## src/hw/rtl/pal_pkg.sv

```systemverilog
package pal_pkg;

   localparam int DEPTH  = 128;
   localparam int DATA_W = 32;
   localparam int CNT_W  = 8;
   localparam int POS_W  = 8;

   localparam logic [CNT_W-1:0] LIMIT_RESET = CNT_W'(100);
   localparam logic [CNT_W-1:0] DEPTH_CNT   = CNT_W'(DEPTH);

   typedef enum logic [1:0] {
      CMD_INSERT    = 2'd0,
      CMD_REMOVE    = 2'd1,
      CMD_OVERWRITE = 2'd2,
      CMD_READ      = 2'd3
   } cmd_type;

   typedef struct packed {
      logic             ins;
      logic             rem;
      logic             wr;
      logic [CNT_W-1:0] tgt;
   } op_type;

   typedef struct packed {
      logic             status;
      logic             rd_en;
      logic [CNT_W-1:0] count;
      logic             empty;
      logic             full;
   } res_type;

endpackage

```

## src/hw/rtl/pal_ctrl.sv

```systemverilog
module pal_ctrl
   import pal_pkg::*;
(
   input  logic             clock,
   input  logic             reset,
   input  logic             accept,
   input  logic [1:0]       command,
   input  logic [POS_W-1:0] position,
   input  logic             csr_write_enable,
   input  logic [CNT_W-1:0] csr_write_data,
   output op_type           op,
   output res_type          res
);

   logic [CNT_W-1:0] count_ff;
   logic [CNT_W-1:0] count_in;
   logic [CNT_W-1:0] limit_ff;
   logic [CNT_W-1:0] limit_in;
   logic [CNT_W-1:0] eff_limit;
   logic             has_room;
   logic             ins_pos_ok;
   logic             in_range;
   logic             ok;
   cmd_type          cmd;

   assign cmd        = cmd_type'(command);
   assign eff_limit  = (limit_ff > DEPTH_CNT) ? DEPTH_CNT : limit_ff;
   assign has_room   = (count_ff < eff_limit);
   assign ins_pos_ok = (position != '0) &&
                       ({1'b0, position} <= ({1'b0, count_ff} + (CNT_W+1)'(1)));
   assign in_range   = (position != '0) && (position <= count_ff);

   always_comb begin
      case (cmd)
         CMD_INSERT: ok = has_room && ins_pos_ok;
         default:    ok = in_range;
      endcase
   end

   always_comb begin
      op.ins = accept && ok && (cmd == CMD_INSERT);
      op.rem = accept && ok && (cmd == CMD_REMOVE);
      op.wr  = accept && ok && (cmd == CMD_OVERWRITE);
      op.tgt = position - CNT_W'(1);
   end

   always_comb begin
      count_in = count_ff;
      if (op.ins) begin
         count_in = count_ff + CNT_W'(1);
      end else if (op.rem) begin
         count_in = count_ff - CNT_W'(1);
      end
   end

   assign limit_in = csr_write_enable ? csr_write_data : limit_ff;

   always_comb begin
      res.status = !ok;
      res.rd_en  = ok && (cmd == CMD_READ);
      res.count  = count_in;
      res.empty  = (count_in == '0);
      res.full   = (count_in >= eff_limit);
   end

   always_ff @(posedge clock) begin
      if (reset) begin
         count_ff <= '0;
         limit_ff <= LIMIT_RESET;
      end else begin
         count_ff <= count_in;
         limit_ff <= limit_in;
      end
   end

endmodule
```

## config.mk

```make
export PLATFORM = sky130hd
export DESIGN_NAME = pal_ctrl
export DESIGN_NICKNAME = d
export VERILOG_FILES = /design/src/hw/rtl/pal_pkg.sv /design/src/hw/rtl/pal_ctrl.sv
export SDC_FILE = /design/constraint.sdc
export NUM_CORES = 1
export LEC_CHECK = 0
export BUFFER_PORTS_ARGS = -buffer_cell sky130_fd_sc_hd__clkbuf_2
export CAP_MARGIN = 10
export CORE_MARGIN = 1
export CORE_UTILIZATION = 55
export CTS_CLUSTER_SIZE = 30
export DETAILED_ROUTE_END_ITERATION = 7
export HOLD_SLACK_MARGIN = 0.15
export PLACE_DENSITY = 0.88
export SYNTH_ARGS = -nofsm -noshare
export SYNTH_HDL_FRONTEND = slang
export SYNTH_SLANG_ARGS = --single-unit
```

## constraint.sdc

```tcl
create_clock -name clock -period 4.18 [get_ports clock]
set_input_delay 0 -clock clock [delete_from_list [all_inputs] [get_ports clock]]
set_output_delay 0 -clock clock [all_outputs]
set_load 0.005 [all_outputs]
```

==> results_dict.tcl <==
set metrics [dict create \
    crit_type "flop to output pin" \
    postLayoutSetupSlackWorst_ps -34.2 \
    clock_path_buffers 2 \
    met3WireLength_um 460 \
    port_buffers 44 \
    synthDistinctLibCells 51 \
    ys_async_sr_fraction_pct 0 \
    synth_area_um2 1920 \
    worst-slew-pin-transition_ps 692 \
    cts_tree "yes" \
    crit_chain "ha_4 > nand3_4 > buf_6 > xnor2_1 > ha_1 > and4_4 > a21oi_1 > a31o_2 > o21a_4 > and4_4 > a311oi_2 > inv_1 > ha_1 > a21o_1 > a21o_1 > a21o_1 > a21oi_2 > nor2b_1 > o21ai_1 > a21oi_1 > clkbuf_2" \
    final_common_cell "clkbuf_2" \
    finalWirelength_um 7110 \
    synth_top_area_share_pct 22.8 \
    hold_path_end "op[5]" \
    wl_per_cell_um 19.4 \
    top_layer_used "met4" \
    first_pass_iters 5 \
    met1_length_um 2550 \
    hp-class "input port to output pin" \
    finalPower_mw 0.626 \
    rr_worst_depth 14 \
    place_hpwl_um 3990 \
    nets 379 \
    final-max-slew-violation-count 0 \
    synth_area_leaders "ha_1 23%, dfxtp_1 17%, xnor2_1 5.9%, nor2_1 5.1%, inv_1 4.7%" \
    start_kind "flop" \
    place.gp.congestion 0.908 \
    synthesis.nets 289 \
    syn_inst 232 \
    ys_warn_count 0 \
    antenna_found_initial 0 \
    drcViolationCount 0 \
    crit_path_end_kind "output pin" \
    max_slew_margin_pct 53.7 \
    cellPowerDensity_nw_per_um2 227 \
    most-common-layout-cells "44 x clkbuf_2, 32 x ha_1, 25 x nor2_1, 24 x buf_4, 23 x inv_1" \
    slowest_stage "dfxtp_4" \
    cts.sinks 16 \
    drv_cap 0 \
    drt-vias-per-instance 6.14 \
    synth_top_flop_cell "dfxtp_1" \
    path_clk_slew_ps 100 \
    crit_top_cell "a21o_1" \
    synth-seq-cells 16 \
    initial_core_util_pct 57.6 \
    cts-root-buf "clkbuf_4" \
    utilization_pct 82.5 \
    fin_area_um2 2750 \
    skew_ps 6.91 \
    fmax_mhz 237 \
    p_leak_nw 1.32 \
    met2WireLength_um 3680 \
    synthToLayoutAreaGrowth_pct 43.1 \
    numCtsBuffers 3 \
    ant_nets 0 \
    drtIter0Drc 133 \
    outcome "complete, but fails checks" \
    via_count 2252 \
    placed_area_um2 2280 \
    grt_pass1_vias 2059 \
    reg2reg_to "count_ff[3]" \
    htree_levels 1 \
    vdd_drop_max_v 0.000213 \
    dieArea_um2 3740 \
    die_w_um 61.1 \
    core-area_um2 3340 \
    hold_viol 0 \
    rsz0062_at_grt "yes" \
    seq_area_frac_synth_pct 16.7 \
    die_h_um 61.1 \
    min_path_cells 3 \
    worst_path_dominant_cell_family "compound AO/OA/AOI/OAI gates" \
    min_from "position[5]" \
    setup_viol 1 \
    cp_max_fo 5 \
    grt_use_total_pct 36.4 \
    finalCritPeriodShare_pct 101 \
    syn-mean-instance-area_um2 8.29 \
    synth_edf_count 0 \
    antenna-diode-count 0 \
    arrival_ps 4210 \
    violations "setup timing" \
    synth_area_leader_cell "ha_1" \
    required_ps 4180 \
    r2r_setup_slack_ps 1080 \
    num_io_pins 45 \
    grt_max_degree 17 \
    drive_gt1_share_pct 35.5 \
    max_stage_delay_ps 420 \
    r2r-start "count_ff[0]" \
    gr-total-overflow 0 \
    insertion_delay_ps 290 \
    grt_pass1_wl_um 9810 \
    fin_crit_ps 4210 \
    final.setup.tns_ps -34.2 \
    path_buf_inv 3 \
    rows 21 \
]
-- cells by family (layout without fill, tap and decap cells) --
group	count (synthesis)	in the layout	synth area share (%)
AOI/OAI and AO/OA	40	40	16.0
xor gates and xnor gates	19	19	9.04
adders and majority gates	35	35	22.8
buffers and inverters	28	117	6.25
DFF	16	16	16.7
muxes	6	6	3.19
and+or+nand+nor	88	88	26.1
-- registers in the layout, summed over array words and instances (netlist names) --
name	count
limit_ff	8
count_ff	8
-- layout make-up --
type	count	area (um2)
Clock buffer	4	36.3
Fill cell	203	586
Inverter	24	90.1
Multi-Input combinational cell	188	1620
Sequential cell	16	332
Tap cell	46	57.6
Timing Repair Buffer	89	616
-- routing by layer --
| metal | track usage, % | vias to the layer above |
|---|---|---|
| met4 | 21.8 | 0 |
| met5 | 0 | - |
| li1 | - | 1007 |
| met2 | 66.0 | 150 |
| met1 | 39.6 | 1049 |
| met3 | 5.88 | 46 |
-- cells in the mapped netlist, types with 2 or more instances --
cell,n
nand3b_1,2
nor3_1,6
buf_6,2
o2111ai_1,2
clkbuf_1,2
xor2_1,5
nand3_1,5
nand2_1,16
and3_1,2
nor2_1,26
and4_1,2
xnor2_1,13
o21ai_0,6
ha_1,35
o211ai_1,4
mux2i_1,5
inv_1,24
nor2b_1,7
a21oi_1,10
a21o_1,3
or2b_2,2
nor4_1,5
nor4b_1,2
a211o_1,4
dfxtp_1,16
-- power by group --
group / leakage (nW) / switching [mW] / internal, mW
clock network: 0.0210 / 0.0558 / 0.0531
logic: 1.16 / 0.180 / 0.162
registers: 0.134 / 0.0124 / 0.162
total: 1.32 / 0.248 / 0.378
-- metrics by stage --
stage / std cells / hold WS [ps] / setup slack (ps)
final: 367 / 312 / -34.2
after CTS: 360 / 312 / 2.60
after global placement: 332 / 207 / 177
after detailed placement: 332 / 212 / -19.8
after global routing: 367 / 342 / -196
after floorplan: 232 / 35.4 / 327
-- how the worst max path moves through the flow --
stage / startpoint / end / depth (start not counted) / slack (ps)
2_1_floorplan: count_ff[2] / res[0] / 19 / 330
3_3_place_gp: count_ff[1] / res[0] / 20 / 180
3_5_place_dp: count_ff[1] / res[0] / 20 / -20
4_1_cts: count_ff[6] / res[0] / 20 / 3
5_1_grt: count_ff[0] / res[0] / 20 / -200
6_report: count_ff[0] / res[0] / 21 / -30
-- timing repair --
item                       CTS  global route
buffers inserted             7             7
hold buffers                17             0
gates resized for setup     15            21
pin swaps                    4            25
setup endpoints to repair    1             1
hold endpoints to repair    16             0
-- worst reg2reg max path, cell delays in order, from the launching register on --
cell	delay, ps
dfxtp_4	420
ha_4	170
nand3_4	110
buf_6	140
xnor2_1	130
ha_1	330
and4_4	230
a21oi_1	80
a31o_2	250
o21a_4	220
buf_6	120
o211ai_1	290
xnor2_1	260
buf_4	190
nor2b_1	110
No activity file was read; power rests on OpenSTA's default activity.
