[config.mk]
export PLATFORM = sky130hd
export DESIGN_NAME = pal_cell
export DESIGN_NICKNAME = d
export VERILOG_FILES = /design/src/hw/rtl/pal_pkg.sv /design/src/hw/rtl/pal_cell.sv
export SDC_FILE = /design/constraint.sdc
export NUM_CORES = 1
export LEC_CHECK = 0
export BUFFER_PORTS_ARGS = -buffer_cell sky130_fd_sc_hd__buf_2
export CORE_UTILIZATION = 43
export CTS_BUF_LIST = sky130_fd_sc_hd__clkbuf_4
export DETAILED_ROUTE_END_ITERATION = 10
export GPL_ROUTABILITY_DRIVEN = 0
export HOLD_SLACK_MARGIN = 0.03
export PLACE_DENSITY = 0.82
export SETUP_SLACK_MARGIN = 0.1
export SLEW_MARGIN = 20
export SYNTH_ARGS = -nofsm -noshare
export SYNTH_HDL_FRONTEND = slang
export SYNTH_SLANG_ARGS = --single-unit
export TNS_END_PERCENT = 1
[constraint.sdc]
create_clock -name clock -period 5 [get_ports clock]
set_input_delay 1.5 -clock clock [delete_from_list [all_inputs] [get_ports clock]]
set_output_delay 1.5 -clock clock [all_outputs]
set_load 0.005 [all_outputs]
[src/hw/rtl/pal_pkg.sv]
package pal_pkg;

   localparam int DEPTH  = 128;
   localparam int DATA_W = 32;
   localparam int CNT_W  = 8;
   localparam int POS_W  = 8;

   localparam logic [CNT_W-1:0] LIMIT_RESET = CNT_W'(100);
   localparam logic [CNT_W-1:0] DEPTH_CNT   = CNT_W'(DEPTH);

   typedef enum logic [1:0] {
      CMD_INSERT    = 2'd0,
      CMD_REMOVE    = 2'd1,
      CMD_OVERWRITE = 2'd2,
      CMD_READ      = 2'd3
   } cmd_type;

   typedef struct packed {
      logic             ins;
      logic             rem;
      logic             wr;
      logic [CNT_W-1:0] tgt;
   } op_type;

   typedef struct packed {
      logic             status;
      logic             rd_en;
      logic [CNT_W-1:0] count;
      logic             empty;
      logic             full;
   } res_type;

endpackage

[src/hw/rtl/pal_cell.sv]
module pal_cell
   import pal_pkg::*;
(
   input  logic                     clock,
   input  op_type                   op,
   input  logic        [CNT_W-1:0]  cell_index,
   input  logic signed [DATA_W-1:0] write_value,
   input  logic signed [DATA_W-1:0] left_data,
   input  logic signed [DATA_W-1:0] right_data,
   output logic signed [DATA_W-1:0] data
);

   logic signed [DATA_W-1:0] data_ff;
   logic signed [DATA_W-1:0] data_in;
   logic                     at_tgt;
   logic                     above_tgt;

   assign at_tgt    = (cell_index == op.tgt);
   assign above_tgt = (cell_index > op.tgt);

   always_comb begin
      data_in = data_ff;
      if (op.ins) begin
         if (at_tgt) begin
            data_in = write_value;
         end else if (above_tgt) begin
            data_in = left_data;
         end
      end else if (op.rem) begin
         if (at_tgt || above_tgt) begin
            data_in = right_data;
         end
      end else if (op.wr) begin
         if (at_tgt) begin
            data_in = write_value;
         end
      end
   end

   always_ff @(posedge clock) begin
      data_ff <= data_in;
   end

   assign data = data_ff;

endmodule

==> impl_metrics.py, run 1 <==
metrics = {
    "timing": {
        "period_needed_ns": 3.282,
        "rsz0062_at_grt": "false",
        "tightestPinTransition_ns": 1.061,
        "final-hold-violation-count": 0,
        "fmax_ghz": 0.3046,
        "report.final.slew_viol_count": 0,
        "timing.slew.headroom": 0.2927,
        "min_period_over_period": 0.6565,
        "setup-violations-final": 0,
        "setup-tns-final_ns": 0,
    },
    "power": {
        "pwr-share-clk": 0.268,
        "worst_ir_drop_vdd_mv": 0.1226,
        "total_power_uw": 725.7,
        "powerDensity_nw_per_um2": 242.1,
        "power.net_switching_uw": 182.8,
        "power.share.combinational": 0.246,
        "power.switching_fraction": 0.2520,
        "share_of_total_power_in_sequential_cells": 0.486,
        "p_int_uw": 542.9,
        "power.static_leakage_uw": 0.001368,
    },
    "finish": {
        "layout-area-overhead-vs-synth_pct": 36.76,
        "post_route_cell_area_um2": 2998,
        "final_net_count": 503,
        "n_fill_cell": 443,
        "final_std_cells_w_o_fill": 447,
        "largest_register_ff_count": 32,
        "antennaDiodeCount": 0,
        "post_route_cells_drive_above_1_share": 0.4237,
    },
    "grt": {
        "gr-usage-all-layers": 0.2281,
        "number_of_global_route_vias_before_repair": 2183,
        "global_route_wire_length_before_repair_um": 9328,
        "grt_start_max_net_pins": 65,
        "antenna_violations_before_repair": 0,
        "overflow": 0,
    },
    "route": {
        "route.detailed.wl_per_inst_um": 13.19,
        "detail_route.first_pass.iterations": 4,
        "vias": 2317,
        "wl_um": 5895,
        "drc_viols": 0,
        "dr_vias_cell": 5.183,
        "number_of_antenna_violating_nets_in_the_routed_design": 0,
        "detail_route.iter0.violations": 94,
    },
    "logic_synthesis": {
        "synth_top_cells_by_area": "sky130_fd_sc_hd__edfxtp_1 44%, sky130_fd_sc_hd__a211oi_1 11%, sky130_fd_sc_hd__nand2_1 11%",
        "synth.avg_cell_area_um2": 9.021,
        "syn_nets": 367,
        "synth.largest_area_cell": "sky130_fd_sc_hd__edfxtp_1",
        "synth_top_area_share": 0.4384,
        "synth_seq_area_share": 0.4384,
        "netlist-cell-type-count": 21,
        "synth_warnings": 0,
        "ys_ff_latch": 32,
        "synthCells": 243,
        "post_synth_instance_area_um2": 2192,
    },
    "setup_path": {
        "endpoint_kind": "flip-flop",
        "crit_arrival_ns": 3.22,
        "critPathMaxFanout": 32,
        "crit_path_start_kind": "input port",
        "worst_path_max_delay_cell": "sky130_fd_sc_hd__a31oi_4",
        "path_cells": "buf_2 > inv_1 > ha_1 > nand2b_1 > a2111oi_0 > a211o_1 > a31oi_4",
        "crit_type": "in2reg",
        "crit_required_ns": 4.94,
        "timing.critical_path.slowest_cell_delay_ns": 0.83,
    },
    "placement": {
        "place.detailed.instances": 439,
        "dp_hpwl_um": 4415,
        "count_of_buffers_from_port_buffering": 147,
        "placedInstanceArea_um2": 2918,
    },
    "cts": {
        "cts_buffers": 5,
        "clock_tree_from_tritoncts": "built",
        "clock_sink_count": 32,
        "ctsHtreeMaxLevel": 2,
        "cts_setup_buffers": 0,
        "post_cts.resized_instances": 0,
        "root_buffer": "sky130_fd_sc_hd__clkbuf_4",
        "cts_hold_repair.buffers": 0,
        "clkSlewWorstSetupHoldPaths_ns": 0.11,
        "clock_tree_buf_depth": 2,
    },
    "floorplan": {
        "die_width_um": 73.40,
        "floorplan.initialDensity": 0.4551,
        "die_height_um": 73.40,
        "top_level_ports": 148,
        "fp.dieArea_um2": 5388,
        "core_area_um2": 4817,
        "num_rows": 25,
    },
    "worst_hold_path": {
        "timing.hold.worst.class": "in2reg",
        "min_path_cells": 3,
        "hold_path_startpoint": "left_data[14]",
        "holdPathEnd": "data[14]",
    },
    "run": {
        "max_cap_violations": 0,
    },
    "status": {
        "outcome": "complete, no violations",
    },
}
[layout by cell type, fill, tap and decap left out, types with 2 or more instances in the layout]
master                       n
sky130_fd_sc_hd__a211oi_1   33
sky130_fd_sc_hd__nand4_1     2
sky130_fd_sc_hd__buf_2     147
sky130_fd_sc_hd__a31oi_1    32
sky130_fd_sc_hd__buf_4       3
sky130_fd_sc_hd__inv_1       9
sky130_fd_sc_hd__nor2b_1    32
sky130_fd_sc_hd__clkbuf_4    6
sky130_fd_sc_hd__ha_1        8
sky130_fd_sc_hd__edfxtp_1   32
sky130_fd_sc_hd__nand2_1    64
[synthesized netlist by cell type]
| library cell | count |
|---|---|
| sky130_fd_sc_hd__buf_2 | 6 |
| sky130_fd_sc_hd__nand3_1 | 1 |
| sky130_fd_sc_hd__a31oi_1 | 33 |
| sky130_fd_sc_hd__a211oi_1 | 33 |
| sky130_fd_sc_hd__inv_1 | 9 |
| sky130_fd_sc_hd__clkbuf_1 | 7 |
| sky130_fd_sc_hd__nor2_2 | 1 |
| sky130_fd_sc_hd__a211o_1 | 1 |
| sky130_fd_sc_hd__ha_1 | 8 |
| sky130_fd_sc_hd__nand2_1 | 64 |
| sky130_fd_sc_hd__or2_1 | 1 |
| sky130_fd_sc_hd__nand2b_1 | 1 |
| sky130_fd_sc_hd__a21oi_1 | 1 |
| sky130_fd_sc_hd__o21ai_0 | 1 |
| sky130_fd_sc_hd__nor2b_1 | 32 |
| sky130_fd_sc_hd__a21o_1 | 1 |
| sky130_fd_sc_hd__nand4_1 | 2 |
| sky130_fd_sc_hd__buf_4 | 4 |
| sky130_fd_sc_hd__edfxtp_1 | 32 |
| sky130_fd_sc_hd__buf_6 | 4 |
| sky130_fd_sc_hd__a2111oi_0 | 1 |
[cell families after synthesis]
group | Yosys count | share of synthesized area
and+or+nand+nor | 102 | 0.2175
adders and majority gates | 8 | 0.04566
buffers and inverters | 30 | 0.07534
AOI/OAI and AO/OA | 71 | 0.2232
DFF | 32 | 0.4384
[through the flow]
step             util  worst slack, ns  hold WS, ns
4_1_cts        0.6223            1.719        1.533
6_report       0.6223            1.718        1.546
2_1_floorplan       -           0.6402        1.777
3_5_place_dp   0.6057            1.379        1.880
5_1_grt        0.6223            1.617        1.533
3_3_place_gp   0.6057            1.428        1.876
[metal layers]
| layer | vias to the layer above | track usage | part of all wire |
|---|---|---|---|
| met4 | 0 | 0.09188 | 0.023 |
| met2 | 101 | 0.4249 | 0.50 |
| met3 | 10 | 0.06584 | 0.074 |
| met1 | 1043 | 0.2399 | 0.40 |
| met5 | - | 0 | 0 |
| li1 | 1163 | - | - |
[power by group through the flow]
| stage | registers [µW] | clock network [µW] | logic (µW) |
|---|---|---|---|
| 2_1_floorplan | 367 | 0 | 71.9 |
| 3_3_place_gp | 358 | 0 | 175 |
| 3_5_place_dp | 360 | 0 | 180 |
| 4_1_cts | 354 | 201 | 181 |
| 5_1_grt | 356 | 213 | 200 |
| 6_report | 353 | 194 | 179 |
[worst max path at each step]
stage             startpoint       to  slack, ns  depth (start not counted)
2_1_floorplan          op[6]  data[0]       0.64                          6
3_3_place_gp   cell_index[0]  data[8]       1.43                          7
3_5_place_dp   cell_index[0]  data[9]       1.38                          7
4_1_cts        cell_index[0]  data[9]       1.72                          7
5_1_grt                op[7]  data[3]       1.62                          6
6_report       cell_index[0]  data[8]       1.72                          7
[area by class of cell]
class,instances,area (µm²),share of cell area
timing repair buffer,150,758.2,0.2529
tap,67,83.83,0.02796
clock inverter,2,35.03,0.01169
inverter,9,33.78,0.01127
sequential,32,960.9,0.3205
clock buffer,6,45.04,0.01503
multi-input combinational,181,1081,0.3606
[worst max-delay path: cells and delay by family]
kind	cells	cell delay, ns
buf+inv	2	0.11
compound gates	3	1.24
simple gates	1	0.09
fa+ha+maj	1	0.27
No activity file was read; power rests on OpenSTA's default activity.
==> inputs of run 2 (changes only) <==
--- a/config.mk
+++ b/config.mk
@@ -6,12 +6,12 @@
 export NUM_CORES = 1
 export LEC_CHECK = 0
 export BUFFER_PORTS_ARGS = -buffer_cell sky130_fd_sc_hd__buf_2
-export CORE_UTILIZATION = 43
+export CORE_UTILIZATION = 39
 export CTS_BUF_LIST = sky130_fd_sc_hd__clkbuf_4
 export DETAILED_ROUTE_END_ITERATION = 10
 export GPL_ROUTABILITY_DRIVEN = 0
 export HOLD_SLACK_MARGIN = 0.03
-export PLACE_DENSITY = 0.82
+export PLACE_DENSITY = 0.79
 export SETUP_SLACK_MARGIN = 0.1
 export SLEW_MARGIN = 20
 export SYNTH_ARGS = -nofsm -noshare
==> constraint.sdc (replaced) <==
create_clock -name clock -period 2.7 [get_ports clock]
set_input_delay 0.81 -clock clock [delete_from_list [all_inputs] [get_ports clock]]
set_output_delay 0.81 -clock clock [all_outputs]
set_load 0.005 [all_outputs]
==> impl_metrics.py, run 2 (same netlist as run 1, synthesis figures left out) <==
metrics = {
    "placement": {
        "count_of_buffers_from_port_buffering": 147,
        "dp_hpwl_um": 4593,
        "place.detailed.instances": 448,
    },
    "setup_path": {
        "critical_path.startpoint": "op[0]",
        "critPathMaxFanout": 20,
        "crit_type": "in2reg",
        "crit_path_start_kind": "input port",
        "endpoint_kind": "flip-flop",
        "crit_arrival_ns": 2.33,
        "crit_required_ns": 2.76,
    },
    "grt": {
        "number_of_global_route_vias_before_repair": 2263,
        "grt_use_met3": 0.04524,
        "grt.busiest_layer": "met2",
        "grt.met1_usage": 0.2329,
        "grt_start_max_net_pins": 46,
        "globalRouteMet2Util": 0.3759,
        "overflow": 0,
        "global_route_wire_length_before_repair_um": 9804,
        "gr-usage-all-layers": 0.2066,
        "antenna_violations_before_repair": 0,
    },
    "floorplan": {
        "top_level_ports": 148,
        "die_width_um": 76.97,
        "core_area_um2": 5270,
        "floorplan.initialDensity": 0.4160,
        "num_rows": 26,
        "die_height_um": 76.97,
        "fp.dieArea_um2": 5924,
    },
    "cts": {
        "clock_sink_count": 32,
        "clkSlewWorstSetupHoldPaths_ns": 0.09,
        "root_buffer": "sky130_fd_sc_hd__clkbuf_4",
        "cts_setup_buffers": 0,
        "post_cts.resized_instances": 0,
        "clock_tree_from_tritoncts": "built",
        "clock_tree_buf_depth": 2,
        "cts_buffers": 5,
        "cts_hold_repair.buffers": 0,
        "ctsHtreeMaxLevel": 2,
    },
    "timing": {
        "setup-violations-final": 0,
        "report.final.slew_viol_count": 0,
        "tightestPinTransition_ns": 0.4454,
        "min_period_over_period": 0.8436,
        "period_needed_ns": 2.278,
        "setup-tns-final_ns": 0,
        "fmax_ghz": 0.4391,
        "final-hold-violation-count": 0,
        "timing.slew.headroom": 0.6954,
        "rsz0062_at_grt": "false",
    },
    "route": {
        "drc_viols": 0,
        "wl_um": 5853,
        "detail_route.first_pass.iterations": 4,
        "dr_vias_cell": 5.132,
        "vias": 2335,
        "detail_route.iter0.violations": 101,
        "route.detailed.wl_per_inst_um": 12.86,
        "number_of_antenna_violating_nets_in_the_routed_design": 0,
    },
    "finish": {
        "final_common_cell": "sky130_fd_sc_hd__buf_2",
        "n_fill_cell": 504,
        "largest_register_ff_count": 32,
        "layout-area-overhead-vs-synth_pct": 37.84,
        "mostFrequentLayoutCells": "147 x sky130_fd_sc_hd__buf_2, 64 x sky130_fd_sc_hd__nand2_1",
        "final_std_cells_w_o_fill": 455,
        "final_net_count": 509,
        "post_route_cells_drive_above_1_share": 0.4312,
        "antennaDiodeCount": 0,
    },
    "power": {
        "power.net_switching_uw": 323.7,
        "power.switching_fraction": 0.2618,
        "power.static_leakage_uw": 0.001382,
        "power.share.combinational": 0.273,
        "worst_ir_drop_vdd_mv": 0.1587,
        "powerDensity_nw_per_um2": 409.1,
        "pwr-share-clk": 0.198,
        "p_int_uw": 912.5,
        "share_of_total_power_in_sequential_cells": 0.529,
    },
    "status": {
        "outcome": "complete, no violations",
    },
    "run": {
        "max_cap_violations": 0,
    },
    "worst_hold_path": {
        "hold_path_startpoint": "right_data[13]",
        "timing.hold.worst.class": "in2reg",
    },
}
-- run 2: changes by cell type in the layout (fill, tap and decap cells not counted), sizes merged --
cell    previous run  this run
buf              150       156
bufinv             1         0
-- run 2: worst max-delay path, stage by stage --
cell and delay [ns]:
sky130_fd_sc_hd__buf_2 0.10, sky130_fd_sc_hd__ha_1 0.29, sky130_fd_sc_hd__nand2b_1 0.14, sky130_fd_sc_hd__a2111oi_0 0.47, sky130_fd_sc_hd__a211o_1 0.21, sky130_fd_sc_hd__a31oi_4 0.08
sky130_fd_sc_hd__buf_4 0.22
-- run 2: stage by stage --
stage	power [µW]	cell area, µm²	setup slack [ns]	util	hold WS, ns
3_5_place_dp	1005	2972	0.1082	0.5639	1.192
5_1_grt	1319	3022	0.3116	0.5734	0.8564
3_3_place_gp	995.3	2972	0.1663	0.5639	1.190
2_1_floorplan	814.8	2212	0.1053	-	1.087
4_1_cts	1257	3022	0.4405	0.5734	0.8487
6_report	1236	3022	0.4224	0.5734	0.8727
-- run 2: per-layer routing --
metal | wire [µm] | part of all wire
met4 | 150 | 0.026
met5 | 0 | 0
met2 | 2857 | 0.49
met3 | 422 | 0.072
met1 | 2423 | 0.41
-- run 2: power by group through the flow --
stage	Sequential [µW]	Clock (µW)	Combinational (µW)
after CTS	655	261	340
after global placement	664	0	331
final	654	245	337
after global routing	661	282	376
after floorplan	677	0	137
after detailed placement	667	0	339
-- run 2: cell type report --
cell class,count,area [µm²],share of cell area
clock buffers,6,45.04,0.01491
clock inverters,1,5.005,0.001656
inverters,9,33.78,0.01118
multi-input cells,181,1086,0.3594
flip-flops and latches,32,960.9,0.3180
well taps,70,87.58,0.02899
repair buffers,156,803.3,0.2658
-- run 2: path summary, 6_finish.rpt --
path  slack, ns  depth (start not counted)        to
max        0.42                          7   data[4]
min        0.87                          3  data[13]
==> inputs of run 3 (changes only) <==
==> constraint.sdc (replaced) <==
create_clock -name clock -period 1.9 [get_ports clock]
set_input_delay 0.57 -clock clock [delete_from_list [all_inputs] [get_ports clock]]
set_output_delay 0.57 -clock clock [all_outputs]
set_load 0.005 [all_outputs]
==> impl_metrics.py, run 3 (same netlist as run 1, synthesis figures left out) <==
metrics = {
    "status": {
        "outcome": "finished with violations",
        "violated_checks": "negative setup slack",
    },
    "route": {
        "vias": 2385,
        "detail_route.first_pass.iterations": 4,
        "drc_viols": 0,
        "dr_vias_cell": 5.129,
        "detail_route.iter0.violations": 66,
        "number_of_antenna_violating_nets_in_the_routed_design": 0,
        "wl_um": 6128,
        "route.detailed.wl_per_inst_um": 13.18,
    },
    "timing": {
        "final-hold-violation-count": 0,
        "min_period_over_period": 1.013,
        "fmax_ghz": 0.5194,
        "report.final.slew_viol_count": 0,
        "post-route-worst-setup-slack_ns": -0.02541,
        "setup-violations-final": 15,
        "rsz0062_at_grt": "true",
        "timing.slew.headroom": 0.7682,
        "period_needed_ns": 1.925,
        "tightestPinTransition_ns": 0.3477,
        "setup-tns-final_ns": -0.2256,
    },
    "finish": {
        "post_route_cells_drive_above_1_share": 0.4835,
        "largest_register_ff_count": 32,
        "layout-area-overhead-vs-synth_pct": 56.96,
        "n_fill_cell": 431,
        "final_std_cells_w_o_fill": 465,
        "mostFrequentLayoutCells": "139 x sky130_fd_sc_hd__buf_2, 64 x sky130_fd_sc_hd__nand2_1",
        "final_net_count": 519,
        "final_common_cell": "sky130_fd_sc_hd__buf_2",
        "antennaDiodeCount": 0,
    },
    "cts": {
        "cts_buffers": 5,
        "ctsHtreeMaxLevel": 2,
        "clkSlewWorstSetupHoldPaths_ns": 0.09,
        "clock_tree_buf_depth": 2,
        "clock_sink_count": 32,
        "clock_tree_from_tritoncts": "built",
        "root_buffer": "sky130_fd_sc_hd__clkbuf_4",
    },
    "worst_hold_path": {
        "min_path_cells": 3,
        "timing.hold.worst.class": "in2reg",
        "hold_path_startpoint": "left_data[10]",
    },
    "placement": {
        "place.detailed.instances": 450,
        "dp_hpwl_um": 4512,
        "pre_cts_ws_ns": -0.3856,
        "count_of_buffers_from_port_buffering": 147,
    },
    "setup_path": {
        "path_cells": "buf_2 > ha_4 > nand4_1 > a211o_1 > a31oi_4 > buf_12 > buf_8 > buf_16",
        "worst_path_max_delay_cell": "sky130_fd_sc_hd__a211o_1",
        "crit_path_start_kind": "input port",
        "critical_path.startpoint": "cell_index[4]",
        "endpoint_kind": "flip-flop",
        "crit_arrival_ns": 1.96,
        "critPathMaxFanout": 5,
        "timing.critical_path.slowest_cell_delay_ns": 0.31,
        "crit_type": "in2reg",
        "crit_required_ns": 1.94,
    },
    "grt": {
        "grt_start_max_net_pins": 47,
        "number_of_global_route_vias_before_repair": 2249,
        "antenna_violations_before_repair": 0,
        "overflow": 0,
        "global_route_wire_length_before_repair_um": 9977,
        "gr-usage-all-layers": 0.2097,
    },
    "power": {
        "power.net_switching_uw": 508.3,
        "power.switching_fraction": 0.2628,
        "share_of_total_power_in_sequential_cells": 0.480,
        "power.static_leakage_uw": 0.001515,
        "p_int_uw": 1426,
        "powerDensity_nw_per_um2": 562.2,
        "worst_ir_drop_vdd_mv": 0.2426,
        "power.share.combinational": 0.338,
        "pwr-share-clk": 0.182,
    },
    "floorplan": {
        "die_height_um": 76.97,
        "floorplan.initialDensity": 0.4160,
        "core_area_um2": 5270,
        "fp.dieArea_um2": 5924,
        "top_level_ports": 148,
        "num_rows": 26,
        "die_width_um": 76.97,
    },
    "run": {
        "max_cap_violations": 0,
    },
}
-- run 3: critical path: cells and delay by family --
family,cells,cell delay [ns]
buf+inv,4,0.47
compound gates,2,0.50
fa+ha+maj,1,0.25
simple gates,1,0.17
-- run 3: what timing repair did --
item                                    in CTS  in global routing
cloned                                       4                  0
pin swaps                                    6                  0
endpoints found under the setup margin      40                 64
resized for setup                           23                  5
buffers inserted                             4                  0
hold buffers                                 0                  0
-- run 3: area by class of cell --
| class | count | area, µm² | area share |
|---|---|---|---|
| Clock buffer | 6 | 45.04 | 0.01309 |
| Tap cell | 70 | 87.58 | 0.02545 |
| Inverter | 9 | 48.80 | 0.01418 |
| Sequential cell | 32 | 960.9 | 0.2793 |
| Timing Repair Buffer | 166 | 1106 | 0.3215 |
| Clock inverter | 1 | 5.005 | 0.001455 |
| Multi-Input combinational cell | 181 | 1187 | 0.3451 |
-- run 3: power by group through the flow --
stage	logic [µW]	registers [µW]	clock network, µW
after global routing	708	940	399
after CTS	650	930	363
after floorplan	202	963	0
after detailed placement	523	945	0
final	653	929	352
after global placement	513	943	0
-- run 3: stage by stage --
step / hold WS [ns] / utilization / total power, µW / cell area [µm²]
2_1_floorplan: 0.8473 / - / 1164 / 2260
3_3_place_gp: 0.9456 / 0.5876 / 1456 / 3097
3_5_place_dp: 0.9512 / 0.5876 / 1468 / 3097
4_1_cts: 0.6112 / 0.6486 / 1943 / 3418
5_1_grt: 0.6095 / 0.6529 / 2048 / 3441
6_report: 0.6244 / 0.6529 / 1934 / 3441
-- run 3: path summary, 6_finish.rpt --
kind / end
setup / recovery: data[1]
hold / removal: data[10]
-- run 3: routing by layer --
metal  global-route usage  wire (µm)  vias to the layer above  part of all wire
met3              0.04405        373                        8             0.061
met5                    0          0                        -                 0
li1                     -          -                     1190                 -
met2               0.3884       3058                       99              0.50
met1               0.2376       2594                     1088              0.42
met4              0.06792        102                        0             0.017
